===== config.mk =====
export PLATFORM = sky130hd
export DESIGN_NAME = range_set_clear_count_bitset
export DESIGN_NICKNAME = d
export VERILOG_FILES = /design/src/rtl/core/rscc_pkg.sv /design/src/rtl/core/rscc_walker.sv /design/src/rtl/core/range_set_clear_count_bitset.sv
export SDC_FILE = /design/constraint.sdc
export NUM_CORES = 1
export LEC_CHECK = 0
export BUFFER_PORTS_ARGS = -buffer_cell sky130_fd_sc_hd__buf_2
export CORE_ASPECT_RATIO = 2
export CORE_MARGIN = 5
export CORE_UTILIZATION = 35
export CTS_BUF_LIST = sky130_fd_sc_hd__clkbuf_16
export DETAILED_ROUTE_END_ITERATION = 12
export GPL_TIMING_DRIVEN = 0
export SLEW_MARGIN = 20
export SYNTH_ARGS = -nofsm -noshare
export SYNTH_HDL_FRONTEND = slang
export SYNTH_SLANG_ARGS = --single-unit
export TNS_END_PERCENT = 20

===== constraint.sdc =====
create_clock -name clock -period 8.35 [get_ports clock]
set_input_delay 0.835 -clock clock [delete_from_list [all_inputs] [get_ports clock]]
set_output_delay 0.835 -clock clock [all_outputs]
set_load 0.005 [all_outputs]

===== src/rtl/core/rscc_pkg.sv =====
`timescale 1ns / 1ps
// ---------------------------------------------------------------------------
// rscc_pkg: shared types and constants for the range set/clear/count bitset
// Opcodes, default sizing and the tree level sizing function.
// ---------------------------------------------------------------------------
package rscc_pkg;
   localparam int unsigned DefaultSize = 1024;
   localparam int unsigned MinLeaves   = 8;
   localparam int unsigned PosWidth    = 11;
   localparam int unsigned OpWidth     = 2;

   typedef enum logic [OpWidth-1:0] {
      OP_SET   = 2'd0,
      OP_CLEAR = 2'd1,
      OP_COUNT = 2'd2,
      OP_NONE  = 2'd3
   } op_type;

   // number of tree levels for a given size (leaves = 2**levels)
   function automatic int unsigned tree_levels(input int unsigned size);
      int unsigned lv;
      lv = 3;
      while ((32'd1 << lv) < size) lv = lv + 1;
      return lv;
   endfunction
endpackage


===== src/rtl/core/rscc_walker.sv =====
`timescale 1ns / 1ps
// ---------------------------------------------------------------------------
// rscc_walker: bitset range set/clear/count over a bit memory
// Holds the bit vector in a synchronous memory of words and sweeps words of
// the clipped range one word per step, read-modify-write for set/clear, read only for count.
// ---------------------------------------------------------------------------
module rscc_walker #(
   parameter int unsigned SIZE = rscc_pkg::DefaultSize
) (
   input  logic                             clock,
   input  logic                             reset,
   input  logic                             start,
   input  rscc_pkg::op_type                 op,
   input  logic [rscc_pkg::PosWidth-1:0]    range_begin,
   input  logic [rscc_pkg::PosWidth-1:0]    range_end,
   output logic                             busy,
   output logic                             done,
   output logic                             done_count,
   output logic [rscc_pkg::PosWidth-1:0]    count
);
   import rscc_pkg::*;

   localparam int unsigned Levels = tree_levels(SIZE);
   localparam int unsigned Leaves = 1 << Levels;
   localparam int unsigned WordW  = 64;
   localparam int unsigned Words  = Leaves / WordW > 0 ? Leaves / WordW : 1;
   localparam int unsigned AW     = Words > 1 ? $clog2(Words) : 1;
   localparam int unsigned BW     = $clog2(WordW);
   localparam int unsigned CW     = $clog2(WordW + 1);

   typedef enum logic [2:0] {
      ST_WIPE, ST_IDLE, ST_READ, ST_MOD, ST_DONE
   } state_type;

   // bit memory
   logic [WordW-1:0] mem [Words];
   logic [WordW-1:0] rd_data_ff;
   logic             wr_en;
   logic [AW-1:0]    wr_addr;
   logic [WordW-1:0] wr_data;
   logic [AW-1:0]    rd_addr;

   state_type                 state_ff, state_in;
   logic [AW:0]               addr_ff, addr_in;
   logic [PosWidth:0]         beg_ff, beg_in, end_ff, end_in;
   op_type                    op_ff, op_in;
   logic [PosWidth-1:0]       count_ff, count_in;
   logic [PosWidth:0]         end_clip;
   logic [WordW-1:0]          mask;
   logic [PosWidth+1:0]       word_lo;
   logic [CW-1:0]             pop;

   always_ff @(posedge clock) begin
      if (wr_en) mem[wr_addr] <= wr_data;
      rd_data_ff <= mem[rd_addr];
   end

   assign rd_addr = addr_ff[AW-1:0];
   assign end_clip = ({1'b0, range_end} > (PosWidth+1)'(SIZE)) ?
                     (PosWidth+1)'(SIZE) : {1'b0, range_end};
   assign word_lo = (PosWidth+2)'(addr_ff) << BW;

   // mask of range bits in the current word
   always_comb begin
      for (int i = 0; i < WordW; i++) begin
         mask[i] = ((word_lo + (PosWidth+2)'(i)) >= {1'b0, beg_ff}) &&
                   ((word_lo + (PosWidth+2)'(i)) <  {1'b0, end_ff});
      end
   end

   always_comb begin
      pop = '0;
      for (int i = 0; i < WordW; i++) pop = pop + CW'(rd_data_ff[i] & mask[i]);
   end

   always_comb begin
      state_in = state_ff;
      addr_in  = addr_ff;
      beg_in   = beg_ff;
      end_in   = end_ff;
      op_in    = op_ff;
      count_in = count_ff;
      wr_en    = 1'b0;
      wr_addr  = addr_ff[AW-1:0];
      wr_data  = '0;
      unique case (state_ff)
         ST_WIPE: begin
            wr_en   = 1'b1;
            addr_in = addr_ff + 1'b1;
            if (addr_ff == (AW+1)'(Words - 1)) begin
               state_in = ST_IDLE;
            end
         end
         ST_IDLE: begin
            if (start) begin
               op_in    = op;
               beg_in   = {1'b0, range_begin};
               end_in   = end_clip;
               count_in = '0;
               addr_in  = (AW+1)'({1'b0, range_begin} >> BW);
               if (({1'b0, range_begin} >= end_clip) || op == OP_NONE) begin
                  state_in = ST_DONE;
               end else begin
                  state_in = ST_READ;
               end
            end
         end
         ST_READ: state_in = ST_MOD;
         ST_MOD: begin
            case (op_ff)
               OP_SET: begin
                  wr_en = 1'b1; wr_data = rd_data_ff | mask;
               end
               OP_CLEAR: begin
                  wr_en = 1'b1; wr_data = rd_data_ff & ~mask;
               end
               default: count_in = count_ff + PosWidth'(pop);
            endcase
            addr_in = addr_ff + 1'b1;
            if (((PosWidth+2)'(addr_ff + 1'b1) << BW) >= {1'b0, end_ff}) begin
               state_in = ST_DONE;
            end else begin
               state_in = ST_READ;
            end
         end
         ST_DONE: state_in = ST_IDLE;
         default: state_in = ST_IDLE;
      endcase
   end

   always_ff @(posedge clock) begin
      if (reset) begin
         state_ff <= ST_WIPE;
         addr_ff  <= '0;
      end else begin
         state_ff <= state_in;
         addr_ff  <= addr_in;
      end
      beg_ff   <= beg_in;
      end_ff   <= end_in;
      op_ff    <= op_in;
      count_ff <= count_in;
   end

   assign busy       = state_ff != ST_IDLE;
   assign done       = state_ff == ST_DONE;
   assign done_count = done && op_ff == OP_COUNT;
   assign count      = count_ff;

   // done is never raised while wiping
   a_no_start_wipe: assert property (@(posedge clock) disable iff (reset)
      state_ff == ST_WIPE |-> !done) else $error("done during wipe");
   // count never exceeds size
   a_count_bound: assert property (@(posedge clock) disable iff (reset)
      done_count |-> count_ff <= PosWidth'(SIZE)) else $error("count too large");
   // modify always follows read
   a_read_mod: assert property (@(posedge clock) disable iff (reset)
      state_ff == ST_READ |=> state_ff == ST_MOD) else $error("read without modify");
endmodule


===== src/rtl/core/range_set_clear_count_bitset.sv =====
`timescale 1ns / 1ps
// ---------------------------------------------------------------------------
// range_set_clear_count_bitset: bit vector with range set, clear and count
// Accepts one item at a time and returns a count item for count requests.
// ---------------------------------------------------------------------------
// each word touched is read, then modified or counted; 64 bits per word. An empty
// range or unused opcode goes straight to the done state without a memory access.
// a new item is taken only when the walker is idle and no count result is pending
// reset: synchronous; after reset a wipe pass clears the memory
// while no item is accepted
module range_set_clear_count_bitset #(
   parameter int unsigned SIZE = rscc_pkg::DefaultSize
) (
   input  logic        clock,
   input  logic        reset,
   input  logic        req_tvalid,
   output logic        req_tready,
   input  logic [23:0] req_tdata,   // opcode[1:0], range_begin[12:2], range_end[23:13]
   output logic        rsp_tvalid,
   input  logic        rsp_tready,
   output logic [15:0] rsp_tdata    // ones_count[10:0], zeros above
);
   import rscc_pkg::*;

   logic                busy, done, done_count;
   logic [PosWidth-1:0] count;
   logic                rsp_valid_ff;
   logic [PosWidth-1:0] rsp_count_ff;
   logic                start;

   // accept only when idle and the result slot is free
   assign req_tready = !busy && !rsp_valid_ff;
   assign start      = req_tvalid && req_tready;

   rscc_walker #(.SIZE(SIZE)) u_walker (
      .clock       (clock),
      .reset       (reset),
      .start       (start),
      .op          (op_type'(req_tdata[1:0])),
      .range_begin (req_tdata[12:2]),
      .range_end   (req_tdata[23:13]),
      .busy        (busy),
      .done        (done),
      .done_count  (done_count),
      .count       (count)
   );

   // result register
   always_ff @(posedge clock) begin
      if (reset) begin
         rsp_valid_ff <= 1'b0;
      end else if (done_count) begin
         rsp_valid_ff <= 1'b1;
      end else if (rsp_tready) begin
         rsp_valid_ff <= 1'b0;
      end
      if (done_count) rsp_count_ff <= count;
   end

   assign rsp_tvalid = rsp_valid_ff;
   assign rsp_tdata  = {5'd0, rsp_count_ff};

   a_no_accept_busy: assert property (@(posedge clock) disable iff (reset)
      busy |-> !req_tready) else $error("accept while busy");
   a_done_pulse: assert property (@(posedge clock) disable iff (reset)
      done |=> !done) else $error("done held");
   a_rsp_from_done: assert property (@(posedge clock) disable iff (reset)
      $rose(rsp_tvalid) |-> $past(done_count)) else $error("stray result");
endmodule


==> flow_summary.yaml <==
run_status:
  outcome: "finished with violations"
  failing_checks: "setup timing"
job:
  max_cap_check_violation_count: 0
global_route:
  met2_usage_pct: 38.2
  track_usage_pct: 19.7
  grt_first_pass_wirelength_um: 200000
  met3_grt_util_pct: 2.42
  global_route.usage.met1_pct: 20.5
  maximum_number_of_pins_on_one_net_before_global_route_repair: 32
  busiest_layer: "met2"
  grt_pass1_vias: 26600
  antenna_found_initial: 2
  gr-total-overflow: 0
clock_tree:
  clkTransAtPathRegs_ns: 0.08
  clock-root-buffer: "sky130_fd_sc_hd__clkbuf_16"
  clk_latency_ns: 0.69
  clock_tree.htree_level_count: 3
  cts_hold_buf: 0
  clk_path_buf_depth: 3
  cts_buffers: 91
  clock-sinks: 1143
  tritoncts_clock_tree: "done"
cells_and_area:
  highest_count_cells_in_the_layout_ignoring_fill_and_taps: "1070 x sky130_fd_sc_hd__edfxtp_1, 320 x sky130_fd_sc_hd__mux4_2, 128 x sky130_fd_sc_hd__nand2_1"
  layout.nets: 2837
  final_common_cell: "sky130_fd_sc_hd__edfxtp_1"
  multi_input_logic_area_um2: 13800
  final_area_um2: 56400
  filler_cell_count: 11700
  synthToLayoutAreaGrowth_pct: 19.2
  layout.area.seq_um2: 33600
  drive_gt1_share_pct: 34.9
power_and_ir_drop:
  power.leakage_nw: 16.9
  share_comb_of_total_power_pct: 8.9
  power.internal_mw: 9.21
  report.power.total_mw: 11.9
  power.density_nw_per_um2: 212
  vdd_drop_max_uv: 153
  seq_power_share_pct: 54.1
  net_switching_fraction_of_the_power_pct: 22.8
  share_clk_of_total_power_pct: 36.9
  p_switching_mw: 2.73
drt:
  vias: 24400
  via_per_inst: 5.42
  detail-route-antenna-nets: 0
  remaining_drc_errors: 0
  drt-pass1-iter-count: 5
  aggregate_routed_wire_length_um: 143000
  drt-initial-drc-count: 2359
  route.detailed.wl_per_inst_um: 31.6
worst_hold_path:
  hold_path.class: "primary input to flip-flop"
floorplan:
  cell_rows: 191
  initial_utilization_pct: 35.1
  die_area_um2: 143000
  die_height_um: 530
  floorplan.io_pins: 46
  die_x_um: 270
  core_area_um2: 135000
logic_synthesis:
  postSynthAreaPerCell_um2: 19.8
  syn-cell-area_um2: 47300
  synth_flop_cell: "sky130_fd_sc_hd__edfxtp_1"
  synth_edf_count: 1070
  netlist-cell-type-count: 62
  post_synth_inst_count: 2386
  postSynthRegisterBits: 1143
  synth-warning-count: 0
  synth-seq-area-share_pct: 71.0
  asyncSetResetFlopFracSynth_pct: 0
timing:
  final_period_minus_worst_setup_slack_ns: 8.82
  rsz_0062_raised_after_global_routing: "true"
  slew_headroom_pct: 20.2
  fin_crit_sh_pct: 106
  final-max-slew-violation-count: 0
  skew_ns: 0.0155
  setup_viol: 7
  fin_worst_hold_slack_ns: 0.341
  final.setup.worst_slack_ns: -0.473
  timing.final.hold_violations: 0
  highest_achievable_clock_rate_ghz: 0.113
  worst-slew-pin-transition_ns: 1.20
critical_path:
  startpoint_type: "flip-flop"
  worst_path_max_delay_cell: "sky130_fd_sc_hd__fa_1"
  cp.arrival_ns: 9.24
  timing.critical_path.slowest_cell_delay_ns: 0.55
  critical_path.endpoint_type: "flip-flop"
  worst_path_most_repeated_cell: "sky130_fd_sc_hd__fa_1"
  cp_max_fo: 6
  crit_required_ns: 8.77
  timing.setup.critical_path_class: "flip-flop to flip-flop"
placement:
  placed_area_um2: 51800
  dp.final_hpwl_um: 102000
  buffer_ports.inserted: 39
  gp_congestion: 0.940
per-layer routing:
layer  routed length (µm)  share of wire [%]
met1                48100                 34
met2                79500                 56
met3                 5580                3.9
met4                 9410                6.6
met5                    0                  0
power by group through the flow:
stage | clock network, mW | logic, mW | registers [mW]
after detailed placement | 0 | 1.04 | 6.58
after floorplan | 0 | 0.646 | 6.54
after global routing | 4.72 | 1.13 | 6.47
after global placement | 0 | 0.974 | 6.62
final | 4.41 | 1.07 | 6.46
after CTS | 4.50 | 1.08 | 6.46
layout make-up:
| class | count | area share (%) |
|---|---|---|
| clock buffers | 94 | 4.17 |
| flip-flops and latches | 1143 | 59.6 |
| multi-input cells | 1030 | 24.4 |
| repair buffers | 219 | 4.66 |
| inverters | 86 | 0.585 |
| well taps | 1737 | 3.85 |
| plain buffers | 127 | 1.58 |
| clock inverters | 77 | 1.18 |
| diodes | 1 | 0.00443 |
flip-flops by register name (all words and copies together), names as in the netlist:
| name | cells |
|---|---|
| u_walker.addr_ff | 5 |
| u_walker.count | 11 |
| u_walker.rd_data_ff | 64 |
| u_walker.state_ff | 3 |
| u_walker.beg_ff | 11 |
| u_walker.end_ff | 11 |
| rsp_tvalid | 1 |
| rsp_count_ff | 11 |
| u_walker.mem | 1024 |
| u_walker.op_ff | 2 |
through the flow:
| stage | setup TNS (ns) | worst slack (ns) | cells | util (%) |
|---|---|---|---|---|
| 2_1_floorplan | 0 | 0.0266 | 2390 | - |
| 3_3_place_gp | -2757.81 | -5.89 | 4166 | 36.9 |
| 3_5_place_dp | -12.93 | -1.60 | 4272 | 38.4 |
| 4_1_cts | -2.34 | -0.431 | 4510 | 41.6 |
| 5_1_grt | -4.75 | -0.790 | 4514 | 41.8 |
| 6_report | -2.75 | -0.473 | 4514 | 41.8 |
logic make-up (layout without fill, tap and decap cells):
kind of cell | after synthesis | in the layout | synth area share, %
flip-flops | 1143 | 1143 | 71.0
multiplexers | 381 | 381 | 16.5
AND/OR/NAND/NOR | 329 | 329 | 3.27
buffers and inverters | 217 | 603 | 2.14
AO/OA/AOI/OAI | 192 | 192 | 3.06
adder cells (fa/ha/maj) | 111 | 111 | 3.81
XOR/XNOR | 12 | 12 | 0.222
other | 1 | 6 | 0.00792
worst max-delay path: cells and delay by family, from the launching register on:
kind,cells,cell delay [ns]
adders and majority gates,11,4.91
DFF,1,0.36
and+or+nand+nor,6,1.10
buffers and inverters,9,0.79
AOI/OAI and AO/OA,6,1.08
xor gates and xnor gates,2,0.30
final timing paths:
path	cells after the start	slack (ns)	from	end
max	34	-0.47	u_walker.beg_ff[9]$_DFFE_PP_	u_walker.count[7]$_SDFFCE_PN0P_
min	1	0.34	req_tdata[4]	u_walker.beg_ff[2]$_DFFE_PP_
max reg2reg	34	-0.47	u_walker.beg_ff[9]$_DFFE_PP_	u_walker.count[7]$_SDFFCE_PN0P_
min reg2reg	0	0.48	u_walker.count[10]$_SDFFCE_PN0P_	rsp_count_ff[10]$_DFFE_PP_
cells in the mapped netlist, types with 8 or more instances:
library cell	n	area, µm²
sky130_fd_sc_hd__clkbuf_1	55	206
sky130_fd_sc_hd__nand2b_1	8	50.1
sky130_fd_sc_hd__a221oi_2	19	285
sky130_fd_sc_hd__or2_1	8	50.1
sky130_fd_sc_hd__inv_1	83	312
sky130_fd_sc_hd__nand2_1	142	533
sky130_fd_sc_hd__ha_1	56	701
sky130_fd_sc_hd__o21ai_0	24	120
sky130_fd_sc_hd__and2_1	32	200
sky130_fd_sc_hd__edfxtp_1	1070	32100
sky130_fd_sc_hd__a21oi_1	62	310
sky130_fd_sc_hd__nor2_1	69	259
sky130_fd_sc_hd__a211oi_2	17	213
sky130_fd_sc_hd__buf_2	32	160
sky130_fd_sc_hd__buf_1	14	52.6
sky130_fd_sc_hd__a211oi_1	11	82.6
sky130_fd_sc_hd__mux2i_1	61	611
sky130_fd_sc_hd__fa_1	55	1100
sky130_fd_sc_hd__dfxtp_1	73	1460
sky130_fd_sc_hd__buf_4	18	135
sky130_fd_sc_hd__nor3_1	15	75.1
sky130_fd_sc_hd__buf_6	12	135
sky130_fd_sc_hd__o21ai_1	11	55.1
sky130_fd_sc_hd__nand3_1	17	85.1
sky130_fd_sc_hd__a31oi_1	8	50.1
sky130_fd_sc_hd__a21o_1	12	90.1
sky130_fd_sc_hd__mux4_2	320	7210
what timing repair did:
action,CTS,global route
setup buffers,71,2
pin swaps,70,22
resized for setup,189,16
setup endpoints to repair,11,8
No activity file was read; power rests on OpenSTA's default activity.
